<file path="config.mk">
export PLATFORM = sky130hd
export DESIGN_NAME = xor_sprite_row_blitter
export DESIGN_NICKNAME = d
export VERILOG_FILES = /design/src/rtl/xsrb_pkg.sv /design/src/rtl/xsrb_ram.sv /design/src/rtl/xsrb_blit.sv /design/src/rtl/xor_sprite_row_blitter.sv
export SDC_FILE = /design/constraint.sdc
export NUM_CORES = 2
export LEC_CHECK = 0
export BUFFER_PORTS_ARGS = -buffer_cell sky130_fd_sc_hd__buf_2
export CELL_PAD_IN_SITES_DETAIL_PLACEMENT = 2
export CELL_PAD_IN_SITES_GLOBAL_PLACEMENT = 2
export CORE_UTILIZATION = 34
export CTS_CLUSTER_DIAMETER = 80
export DETAILED_ROUTE_END_ITERATION = 8
export GPL_TIMING_DRIVEN = 0
export PLACE_DENSITY = 0.64
export SYNTH_ARGS = -nofsm -noshare
export SYNTH_HDL_FRONTEND = slang
export SYNTH_SLANG_ARGS = --single-unit
</file>
<file path="constraint.sdc">
create_clock -name clock -period 10.7 [get_ports clock]
set_clock_uncertainty 0.15 [all_clocks]
set_input_delay 2.14 -clock clock [delete_from_list [all_inputs] [get_ports clock]]
set_output_delay 2.14 -clock clock [all_outputs]
set_load 0.01 [all_outputs]
</file>
<file path="src/rtl/xsrb_pkg.sv">
// Shared types and fixed field widths for the XOR sprite row blitter.
package xsrb_pkg;

   // Fixed widths of the item fields.
   localparam int ROW_BITS     = 64;
   localparam int SPRITE_BITS  = 8;
   localparam int KIND_BITS    = 2;
   localparam int X_BITS       = 8;
   localparam int ROW_IDX_BITS = 6;

   // Operation codes carried in the kind field; the unused code behaves as a read.
   typedef enum logic [KIND_BITS-1:0] {
      KIND_CLEAR = 2'd0,
      KIND_DRAW  = 2'd1,
      KIND_READ  = 2'd2
   } kind_type;

endpackage

</file>
<file path="src/rtl/xsrb_ram.sv">
// Generic single-write, single-read RAM with a registered read port.
module xsrb_ram #(
   parameter int WIDTH = 64,
   parameter int DEPTH = 32
) (
   input  logic                     clock,
   input  logic                     wr_en,
   input  logic [$clog2(DEPTH)-1:0] wr_addr,
   input  logic [WIDTH-1:0]         wr_data,
   input  logic                     rd_en,
   input  logic [$clog2(DEPTH)-1:0] rd_addr,
   output logic [WIDTH-1:0]         rd_data
);

   logic [WIDTH-1:0] mem_ff [DEPTH];
   logic [WIDTH-1:0] rd_data_ff;

   // A read and a write to the same address in one cycle return the old word.
   always_ff @(posedge clock) begin
      if (wr_en) begin
         mem_ff[wr_addr] <= wr_data;
      end
      if (rd_en) begin
         rd_data_ff <= mem_ff[rd_addr];
      end
   end

   assign rd_data = rd_data_ff;

endmodule

</file>
<file path="src/rtl/xsrb_blit.sv">
// Places one sprite byte into a display row at a column, wrapping at the row width.
module xsrb_blit #(
   parameter int DISPLAY_WIDTH = 64
) (
   input  logic [DISPLAY_WIDTH-1:0]         row_in,
   input  logic [xsrb_pkg::SPRITE_BITS-1:0] sprite_byte,
   input  logic [$clog2(DISPLAY_WIDTH)-1:0] x_col,
   output logic [DISPLAY_WIDTH-1:0]         row_out
);

   localparam int ColW = $clog2(DISPLAY_WIDTH);
   localparam int SumW = ColW + 1;

   logic [DISPLAY_WIDTH-1:0] pixel_mask;

   // Column c of the row sits in bit (width - 1 - c). Each sprite pixel lands on
   // its own column, since the row is wider than the sprite.
   always_comb begin
      logic [SumW-1:0] col_sum;
      logic [SumW-1:0] bit_pos;
      pixel_mask = '0;
      col_sum    = '0;
      bit_pos    = '0;
      for (int i = 0; i < xsrb_pkg::SPRITE_BITS; i++) begin
         col_sum = {1'b0, x_col} + SumW'(i);
         if (col_sum >= SumW'(DISPLAY_WIDTH)) begin
            col_sum = col_sum - SumW'(DISPLAY_WIDTH);
         end
         bit_pos = SumW'(DISPLAY_WIDTH - 1) - col_sum;
         pixel_mask[bit_pos[ColW-1:0]] = sprite_byte[xsrb_pkg::SPRITE_BITS-1-i];
      end
   end

   assign row_out = row_in ^ pixel_mask;

endmodule

</file>
<file path="src/rtl/xor_sprite_row_blitter.sv">
// A word enters the input stage at its accept edge and then the result register, from which its result strobes.
// Throughput: one word per cycle; busy stays low, and the receiver cannot stall the result strobe.
// The limit is the row store's single registered read port; a forwarding register covers a
// draw to the same row in the cycle just before, so back-to-back words on one row are exact.
// Reset (synchronous) clears the pipeline and the per-row valid bits directly; no sweep runs.
// Clear is done the same way: the valid bits drop at once and stale rows read as zero.
module xor_sprite_row_blitter #(
   parameter int DISPLAY_WIDTH  = 64,
   parameter int DISPLAY_HEIGHT = 32
) (
   input  logic                                clock,
   input  logic                                reset,
   input  logic                                start,
   output logic                                busy,
   input  logic [xsrb_pkg::KIND_BITS-1:0]      req_kind,
   input  logic [xsrb_pkg::SPRITE_BITS-1:0]    req_sprite_byte,
   input  logic [xsrb_pkg::X_BITS-1:0]         req_x_pos,
   input  logic [xsrb_pkg::ROW_IDX_BITS-1:0]   req_row_index,
   output logic                                rsp_strobe,
   output logic [xsrb_pkg::ROW_BITS-1:0]       rsp_row_bits,
   output logic                                rsp_row_valid
);

   localparam int RowBits  = xsrb_pkg::ROW_BITS;
   localparam int ColW     = $clog2(DISPLAY_WIDTH);
   localparam int RowAw    = $clog2(DISPLAY_HEIGHT);
   localparam int IdxExtW  = xsrb_pkg::ROW_IDX_BITS + 1;
   // The column remainder works on a value that holds sixteen row widths, which covers
   // every x position because the width is at least sixteen.
   localparam int XRemW    = ColW + 4;
   localparam int PadBits  = RowBits - DISPLAY_WIDTH;

   // Input stage.
   logic                               accept;
   logic [XRemW-1:0]                   x_rem;
   logic                               in_range;
   logic                               s1_vld_ff;
   xsrb_pkg::kind_type                 s1_kind_ff;
   logic [xsrb_pkg::SPRITE_BITS-1:0]   s1_sprite_ff;
   logic [ColW-1:0]                    s1_x_ff;
   logic [RowAw-1:0]                   s1_row_ff;
   logic                               s1_in_range_ff;

   // Row store, its valid bits and the forwarding register.
   logic [DISPLAY_WIDTH-1:0]           ram_q;
   logic [DISPLAY_HEIGHT-1:0]          rowv_ff;
   logic [DISPLAY_HEIGHT-1:0]          rowv_in;
   logic                               fwd_vld_ff;
   logic [RowAw-1:0]                   fwd_row_ff;
   logic [DISPLAY_WIDTH-1:0]           fwd_data_ff;

   // Modify stage.
   logic [DISPLAY_WIDTH-1:0]           base_row;
   logic [DISPLAY_WIDTH-1:0]           drawn_row;
   logic                               wr_en;
   logic                               clear_all;
   logic [DISPLAY_WIDTH-1:0]           rsp_row_in;

   // Result register.
   logic                               rsp_strobe_ff;
   logic [DISPLAY_WIDTH-1:0]           rsp_row_ff;
   logic                               rsp_row_valid_ff;

   // Every word finishes in a fixed two-stage pass, so the block never refuses one.
   assign busy   = 1'b0;
   assign accept = start && !busy;

   // x modulo the width by four conditional subtractions of the width times eight,
   // four, two and one.
   always_comb begin
      x_rem = XRemW'(req_x_pos);
      for (int k = 3; k >= 0; k--) begin
         if (x_rem >= XRemW'(DISPLAY_WIDTH << k)) begin
            x_rem = x_rem - XRemW'(DISPLAY_WIDTH << k);
         end
      end
   end

   assign in_range = {1'b0, req_row_index} < IdxExtW'(DISPLAY_HEIGHT);

   always_ff @(posedge clock) begin
      if (reset) begin
         s1_vld_ff <= 1'b0;
      end else begin
         s1_vld_ff <= accept;
      end
   end

   always_ff @(posedge clock) begin
      if (accept) begin
         s1_kind_ff     <= xsrb_pkg::kind_type'(req_kind);
         s1_sprite_ff   <= req_sprite_byte;
         s1_x_ff        <= x_rem[ColW-1:0];
         s1_row_ff      <= req_row_index[RowAw-1:0];
         s1_in_range_ff <= in_range;
      end
   end

   // The row is read at the accept edge, in parallel with the write of the word ahead.
   xsrb_ram #(
      .WIDTH (DISPLAY_WIDTH),
      .DEPTH (DISPLAY_HEIGHT)
   ) u_row_ram (
      .clock   (clock),
      .wr_en   (wr_en),
      .wr_addr (s1_row_ff),
      .wr_data (drawn_row),
      .rd_en   (accept),
      .rd_addr (req_row_index[RowAw-1:0]),
      .rd_data (ram_q)
   );

   // The RAM returns the old word when the word ahead wrote the same row at the same
   // edge, so that write is taken from the forwarding register. A row whose valid bit
   // is low has not been drawn since the last clear and reads as zero.
   always_comb begin
      if (fwd_vld_ff && (fwd_row_ff == s1_row_ff)) begin
         base_row = fwd_data_ff;
      end else if (s1_in_range_ff && rowv_ff[s1_row_ff]) begin
         base_row = ram_q;
      end else begin
         base_row = '0;
      end
   end

   xsrb_blit #(
      .DISPLAY_WIDTH (DISPLAY_WIDTH)
   ) u_blit (
      .row_in      (base_row),
      .sprite_byte (s1_sprite_ff),
      .x_col       (s1_x_ff),
      .row_out     (drawn_row)
   );

   // A clear answers with zero for the addressed row; a draw answers with the new row;
   // a read, and the unused code, answer with the stored row. Rows outside the display
   // answer with zero; a draw to one changes nothing, but a clear still clears every row.
   always_comb begin
      rsp_row_in = '0;
      wr_en      = 1'b0;
      clear_all  = 1'b0;
      case (s1_kind_ff)
         xsrb_pkg::KIND_CLEAR: begin
            clear_all = s1_vld_ff;
         end
         xsrb_pkg::KIND_DRAW: begin
            wr_en = s1_vld_ff && s1_in_range_ff;
            if (s1_in_range_ff) begin
               rsp_row_in = drawn_row;
            end
         end
         default: begin
            if (s1_in_range_ff) begin
               rsp_row_in = base_row;
            end
         end
      endcase
   end

   always_comb begin
      rowv_in = rowv_ff;
      if (clear_all) begin
         rowv_in = '0;
      end else if (wr_en) begin
         rowv_in[s1_row_ff] = 1'b1;
      end
   end

   always_ff @(posedge clock) begin
      if (reset) begin
         rowv_ff       <= '0;
         fwd_vld_ff    <= 1'b0;
         rsp_strobe_ff <= 1'b0;
      end else begin
         rowv_ff       <= rowv_in;
         fwd_vld_ff    <= wr_en;
         rsp_strobe_ff <= s1_vld_ff;
      end
   end

   always_ff @(posedge clock) begin
      fwd_row_ff       <= s1_row_ff;
      fwd_data_ff      <= drawn_row;
      rsp_row_ff       <= rsp_row_in;
      rsp_row_valid_ff <= s1_in_range_ff;
   end

   // Column 0 goes to the top bit of the result word; bits past the width are zero.
   assign rsp_strobe    = rsp_strobe_ff;
   assign rsp_row_bits  = RowBits'(rsp_row_ff) << PadBits;
   assign rsp_row_valid = rsp_row_valid_ff;

endmodule

</file>
* Word-level counts from Yosys, hierarchy flattened
Memory sizes are Yosys's and may differ from the RTL's. A register that Yosys moved wholly into a read port is not among the register bits.
Index checks and enable logic that the tools add are counted.
** Word-level totals
- Register bits after elaboration :: 191
- RAM bits :: 2048
- Input bits :: 27
- Output and inout bits :: 67
- Word-level logic and storage cells :: 133
- Memories kept :: 1
** Operators by class
- $add $sub $neg :: 25
- $lt $le $gt $ge :: 29
- Equality and inequality tests :: 2
- Mux-type cells :: 46
- Bitwise logic cells :: 3
- Reduce and logical (&&, ||, !) cells :: 14
** Memories
- u_row_ram.mem_ff :: words 32, bits a word 64, rd ports 1, clocked after Yosys merged registers in 1, wr ports 1, RTL line xsrb_ram.sv:15 : logic [WIDTH-1:0] mem_ff [DEPTH];
** Operators with widths (number)
- bitwise mux 64 bit :: 7
- 2-to-1 mux 64 bit :: 4
- one-hot mux 64 bit (2 select lines) :: 1
- AND 64 bit :: 1
- bitwise XOR 64 bit :: 1
- < comparator 6 x 7 -> 1 bit (second input constant) :: 8
- 2-to-1 mux 6 bit :: 9
- subtractor 6 x 1 -> 6 bit (second input constant) :: 9
- >= comparator 7 bit (second input constant) :: 7
- demux 1 bit (select 6 bit) :: 8
- >= comparator 6 x 1 -> 1 bit (second input constant) :: 8
- subtractor 6 bit (first input constant) :: 8
- bitwise OR 32 bit :: 1
- adder 6 x 3 -> 7 bit (second input constant) :: 4
- adder 6 x 2 -> 7 bit (second input constant) :: 2
- 2-to-1 mux 1 bit :: 14
- logical AND 1 bit :: 12
- >= comparator 10 x 7 -> 1 bit (second input constant) :: 1
- 2-to-1 mux 10 bit :: 1
- subtractor 8 x 8 -> 9 bit (second input constant) :: 1
- >= comparator 8 bit (second input constant) :: 1
- adder 6 x 1 -> 7 bit (second input constant) :: 1
- >= comparator 6 x 7 -> 1 bit (second input constant) :: 1
- < comparator 5 x 6 -> 1 bit (second input constant) :: 1
- other kinds (8) :: 8

* Logic depth before layout (Yosys ltp)
- Word-level depth :: 18
- Depth in mapped cells :: 15
- Gate-level depth less buffers :: 10

* By module
Synthesis repeated with hierarchy kept, for this count alone.
** Unflattened totals
- Cell total of the unflattened synthesis :: 5260
- Area, all modules :: 96237.3 µm²
** Modules (own cells, without submodules)
- xsrb_ram :: instances 1, cells an instance 3097, area an instance 79605.1 µm², seq. area each 63420.8 µm²
- xsrb_blit :: instances 1, cells an instance 1371, area an instance 8730.9 µm², seq. area each 0.0 µm²
- xor_sprite_row_blitter :: instances 1, cells an instance 792, area an instance 7901.3 µm², seq. area each 4043.9 µm²

* Worst setup path before layout
OpenSTA, ideal clock, no wires.
- Path type :: input to register
- Start point :: input req_row_index[0] in the netlist's numbering
- End point :: register u_row_ram.rd_data_ff[0] (netlist: u_row_ram.rd_data[0]), read port of u_row_ram.mem_ff, data pin
- Setup time :: 0.260 ns
- Arrival :: 4.496 ns
- Required time :: 10.290 ns
- Path slack :: 5.794 ns
- Stages :: 6
- Path buffers :: 3
- Cell sequence :: clkbuf_1 -> clkbuf_1 -> buf_1 -> mux4_2 -> mux4_2 -> mux2_2
** RTL lines
- start: declaration :: RTL line xor_sprite_row_blitter.sv:18 : input logic [xsrb_pkg::ROW_IDX_BITS-1:0] req_row_index,
- end: declaration :: RTL line xsrb_ram.sv:16 : logic [WIDTH-1:0] rd_data_ff;

* Worst setup path in the final report
- Start point :: register s1_x_ff[2]
- End point :: memory u_row_ram.mem_ff[25][35], data pin
** On the way
- Cells in the longest elaborated chain, start to end :: 16
- Elaborated cells on any way between the ends :: 88
- Classes of those cells :: add/sub (23); order compare (24); mux (31); bitwise (2); reduce/logical (8)
** Ends and longest elaborated chain
- start: declaration :: RTL line xor_sprite_row_blitter.sv:40 : logic [ColW-1:0] s1_x_ff;
- start signal: assignment :: RTL line xor_sprite_row_blitter.sv:93 : s1_x_ff <= x_rem[ColW-1:0];
- adder 6 x 1 -> 7 bit (tied with other cells) :: RTL line xsrb_blit.sv:25 : col_sum = {1'b0, x_col} + SumW'(i);
- subtractor 6 x 1 -> 6 bit (tied with other cells) :: RTL line xsrb_blit.sv:27 : col_sum = col_sum - SumW'(DISPLAY_WIDTH);
- 2-to-1 mux 6 bit or subtractor 6 bit (tied branches) :: RTL line xsrb_blit.sv:26, xsrb_blit.sv:29
- subtractor 6 bit (tied with other cells) :: RTL line xsrb_blit.sv:29 : bit_pos = SumW'(DISPLAY_WIDTH - 1) - col_sum;
- < comparator 6 x 7 -> 1 bit (not written as such) (tied with other cells) :: RTL line xsrb_blit.sv:30 : pixel_mask[bit_pos[ColW-1:0]] = sprite_byte[xsrb_pkg::SPRITE_BITS-1-i];
- logical AND 1 bit (not written as such) or 2-to-1 mux 1 bit (tied branches) :: RTL line xsrb_blit.sv:30
- 2-to-1 mux 1 bit (not written as such) or demux 1 bit (select 6 bit) (tied branches)
- demux 1 bit (select 6 bit) or AND 64 bit (tied branches)
- bitwise mux 64 bit (6 in series) :: RTL line xsrb_blit.sv:30
- bitwise mux 64 bit * :: RTL line xsrb_blit.sv:30
- bitwise XOR 64 bit * :: RTL line xsrb_blit.sv:34 : assign row_out = row_in ^ pixel_mask;
- via drawn_row[35] :: RTL line xor_sprite_row_blitter.sv:54 : logic [DISPLAY_WIDTH-1:0] drawn_row;
- end: declaration :: RTL line xsrb_ram.sv:15
The timed path passes the listed nets; every way through them passes the cells marked *.

==> metrics.txt <==
sequential element share of the synthesized area 72.83%; count of flip-flops with a built-in enable after synthesis 2134; num ports 94; Worst Tran Pin Value 1600 ps; Synth Flop Type sky130_fd_sc_hd__edfxtp_1; worst-case setup slack after placement 3695 ps; share of the clock period used by the worst path after layout 60.17%; most area-consuming cells after synthesis sky130_fd_sc_hd__edfxtp_1 (69%), sky130_fd_sc_hd__mux4_2 (16%), sky130_fd_sc_hd__dfxtp_1 (3.7%), sky130_fd_sc_hd__a22o_1 (1.1%), sky130_fd_sc_hd__mux2_2 (0.79%); Post-Synthesis Net Count 4603; port buffer count 90; number of H-tree levels 5; power per standard cell area 192.8 mW/mm²; wire length of the first global-routing pass 512.5 mm; average via count per standard cell 6.101; run status finished with violations; Post-Route Setup TNS 0 ps; final hold violation count 0; final routed wire length divided by cell count 43.10 µm; highest attainable clock frequency 155.3 MHz; Worst Hold Margin 213.2 ps; post-detailed-routing wire length 384.2 mm; number of antenna violations at the first check in global routing 28; number of distinct library cells after synthesis 112; total count of max-transition violations in the final report 30; leakage power figure 0.03506 µW; Total Power Consumption 21280 µW; TritonCTS clock tree built; peak supply drop 0.1214 mV; cells resized by post-CTS repair 0; min setup slack post-route 4262 ps; vias in the first global route 56.08k; leading area contributor after synthesis sky130_fd_sc_hd__edfxtp_1; average footprint of a synthesized cell 20.26 µm²; shortest clock period the worst path allows after layout 6438 ps; critical path class flop to flop; maximum fanout along the worst path 27; count of standard-cell rows 191; vias post-DR 54.38k; share of flip-flops with an asynchronous set or reset 0%; Final setup viols 0; chip height 524.0 µm; unrepaired setup endpoints after global routing no; maximum number of pins on one net before global-route repair 47; area of the core 0.2708 mm²; CP required 11120 ps; cells after synthesis 4572; detailed-routing iteration count for the pre-antenna-repair pass 6; combined global-route utilization of all metal layers 27.82%; top cell type's share of synthesized area 69.18%; number of CTS-inserted buffers 268; signed area change from the synthesized netlist to the final layout 19.10%; die boundary width 524.0 µm; Clock Latency Late Sink 870 ps; Longest Clk Path Bufs 4; post-synth design cell area 0.09263 mm²; remaining routing DRC violations 0; maxcap violations 4; cell with the most instances after synthesis sky130_fd_sc_hd__edfxtp_1; initial cell density of the core 34.21%; number of hold buffers added after CTS 0; number of storage elements in the synthesis netlist 2303; violation count after the first detailed-route iteration 6654; Yosys warning total 0; clk sinks 2303; critical path capture point type flop; weighted congestion reported at the end of routability-driven placement 1.001; half-perimeter wire length of the detailed placement result 270.6 mm; startpoint class of the critical path flop; arrival time worst endpoint 6860 ps; Die ar. 0.2745 mm²; setup repair bufs after CTS 0; worst-case headroom to the max-slew limit -7.088%; CTS root buffer sky130_fd_sc_hd__clkbuf_16; total number of nets in the final design 5162; number of antenna-violating nets in the routed design 0; Hold/Removal Path Class flop to flop; clock slew at reported path FFs 60 ps; total grt overflow 0; violations in the final reports max-capacitance violations, max-slew violations; share of final-layout standard cells stronger than drive strength 1 30.71%; most common library cells after synthesis sky130_fd_sc_hd__edfxtp_1 (2134), sky130_fd_sc_hd__mux4_2 (642), sky130_fd_sc_hd__dfxtp_1 (169)
==> per-layer routing <==
layer  vias up  share of wire [%]  wire length (µm)  global-route usage [%]
met3       727                7.3             27940                   4.992
met1     30130                 40            153800                   36.55
met5         -             0.0083                32                       0
li1      20580                  -                 -                       -
met2      2941                 47            179800                   44.18
met4         4                5.9             22660                   14.55
==> area by class of cell <==
class / instances / area [µm²]
inverters: 9 / 33.78
repair buffers: 289 / 4063
multi-input cells: 1968 / 24610
flip-flops and latches: 2303 / 67460
clock buffers: 361 / 7460
clock inverters: 106 / 843.3
well taps: 3570 / 4467
plain buffers: 292 / 1343
fillers: 25200 / 160400
diodes: 16 / 40.04
==> stage by stage <==
step                      util (%)  area [µm²]  std cells
after CTS                    40.70      110200       8894
final                        40.75      110300       8914
after floorplan                  -       92630       4572
after global placement       36.03       97550       8232
after global routing         40.74      110300       8905
after detailed placement     37.63      101900       8427
==> placed cells by master (no fill, tap or decap), types with 17 or more instances in the layout <==
master,netlist,final
sky130_fd_sc_hd__a21oi_1,67,67
sky130_fd_sc_hd__a22o_1,112,112
sky130_fd_sc_hd__a22o_2,17,17
sky130_fd_sc_hd__a22oi_1,43,43
sky130_fd_sc_hd__a32oi_1,26,26
sky130_fd_sc_hd__buf_1,61,51
sky130_fd_sc_hd__buf_12,0,106
sky130_fd_sc_hd__buf_2,40,133
sky130_fd_sc_hd__buf_6,14,39
sky130_fd_sc_hd__buf_8,0,50
sky130_fd_sc_hd__clkbuf_1,165,203
sky130_fd_sc_hd__clkbuf_16,0,279
sky130_fd_sc_hd__clkbuf_2,0,34
sky130_fd_sc_hd__clkbuf_8,0,17
sky130_fd_sc_hd__clkinv_1,2,38
sky130_fd_sc_hd__clkinv_2,0,35
sky130_fd_sc_hd__dfxtp_1,169,169
sky130_fd_sc_hd__edfxtp_1,2134,2134
sky130_fd_sc_hd__mux2_2,65,65
sky130_fd_sc_hd__mux2i_1,25,24
sky130_fd_sc_hd__mux4_2,642,642
sky130_fd_sc_hd__nand2_1,122,122
sky130_fd_sc_hd__nand3_1,38,38
sky130_fd_sc_hd__nor2_1,137,103
sky130_fd_sc_hd__nor2_4,0,32
sky130_fd_sc_hd__nor2b_1,21,21
sky130_fd_sc_hd__nor3_1,42,39
sky130_fd_sc_hd__o21a_1,37,37
sky130_fd_sc_hd__o21ai_0,31,30
sky130_fd_sc_hd__o221ai_1,29,29
sky130_fd_sc_hd__o22ai_1,104,104
sky130_fd_sc_hd__xnor2_2,3,43
sky130_fd_sc_hd__xor2_2,1,26
==> path summary, 6_finish.rpt <==
check / startpoint / end / slack (ps) / depth (start not counted)
worst max-delay path: s1_x_ff[2]$_DFFE_PP_ / u_row_ram.mem_ff[25][35]$_DFFE_PP_ / 4260 / 13
worst min-delay path: s1_row_ff[4]$_DFFE_PP_ / fwd_row_ff[4]$_DFF_P_ / 210 / 0
worst max register to register: s1_x_ff[2]$_DFFE_PP_ / u_row_ram.mem_ff[25][35]$_DFFE_PP_ / 4260 / 13
worst min register to register: s1_row_ff[4]$_DFFE_PP_ / fwd_row_ff[4]$_DFF_P_ / 210 / 0
==> power breakdown <==
| group | total (µW) | switching [µW] | leakage (µW) | internal [µW] |
|---|---|---|---|---|
| logic | 2140 | 1530 | 0.00999 | 610 |
| registers | 10300 | 49.3 | 0.0210 | 10200 |
| clock network | 8850 | 3740 | 0.00406 | 5100 |
| total | 21300 | 5320 | 0.0351 | 16000 |
==> critical path, cell delays in order, from the launching register on <==
cell	delay, ps
sky130_fd_sc_hd__edfxtp_1	400
sky130_fd_sc_hd__buf_6	180
sky130_fd_sc_hd__buf_6	170
sky130_fd_sc_hd__buf_4	190
sky130_fd_sc_hd__inv_1	280
sky130_fd_sc_hd__ha_1	370
sky130_fd_sc_hd__a21oi_1	180
sky130_fd_sc_hd__xnor2_1	1120
sky130_fd_sc_hd__nor3_1	510
sky130_fd_sc_hd__a22oi_1	720
sky130_fd_sc_hd__o2111ai_1	480
sky130_fd_sc_hd__a21oi_1	760
sky130_fd_sc_hd__xnor2_2	330
sky130_fd_sc_hd__buf_8	270
==> cell families (layout without fill, tap and decap cells) <==
| group | after synthesis | after routing | share of synthesized area (%) |
|---|---|---|---|
| mux | 735 | 735 | 16.71 |
| other cells | 1 | 17 | 0.004048 |
| flops | 2303 | 2303 | 72.83 |
| xor+xnor | 85 | 85 | 0.8361 |
| fa+ha+maj | 4 | 4 | 0.05403 |
| compound gates | 659 | 659 | 5.539 |
| buf+inv | 301 | 1057 | 1.436 |
| simple gates | 484 | 484 | 2.588 |
==> state kept, by name, summed over array words and instances (netlist names) <==
register and cells:
s1_kind_ff 2, fwd_row_ff 5, s1_in_range_ff 1, fwd_data_ff 64, fwd_vld_ff 1, u_row_ram.mem_ff 2048, s1_sprite_ff 8, s1_row_ff 5
s1_vld_ff 1, rowv_ff 32, rsp_row_valid 1, rsp_strobe 1, rsp_row_bits 64, u_row_ram.rd_data 64, s1_x_ff 6
No activity file was read; power rests on OpenSTA's default activity.
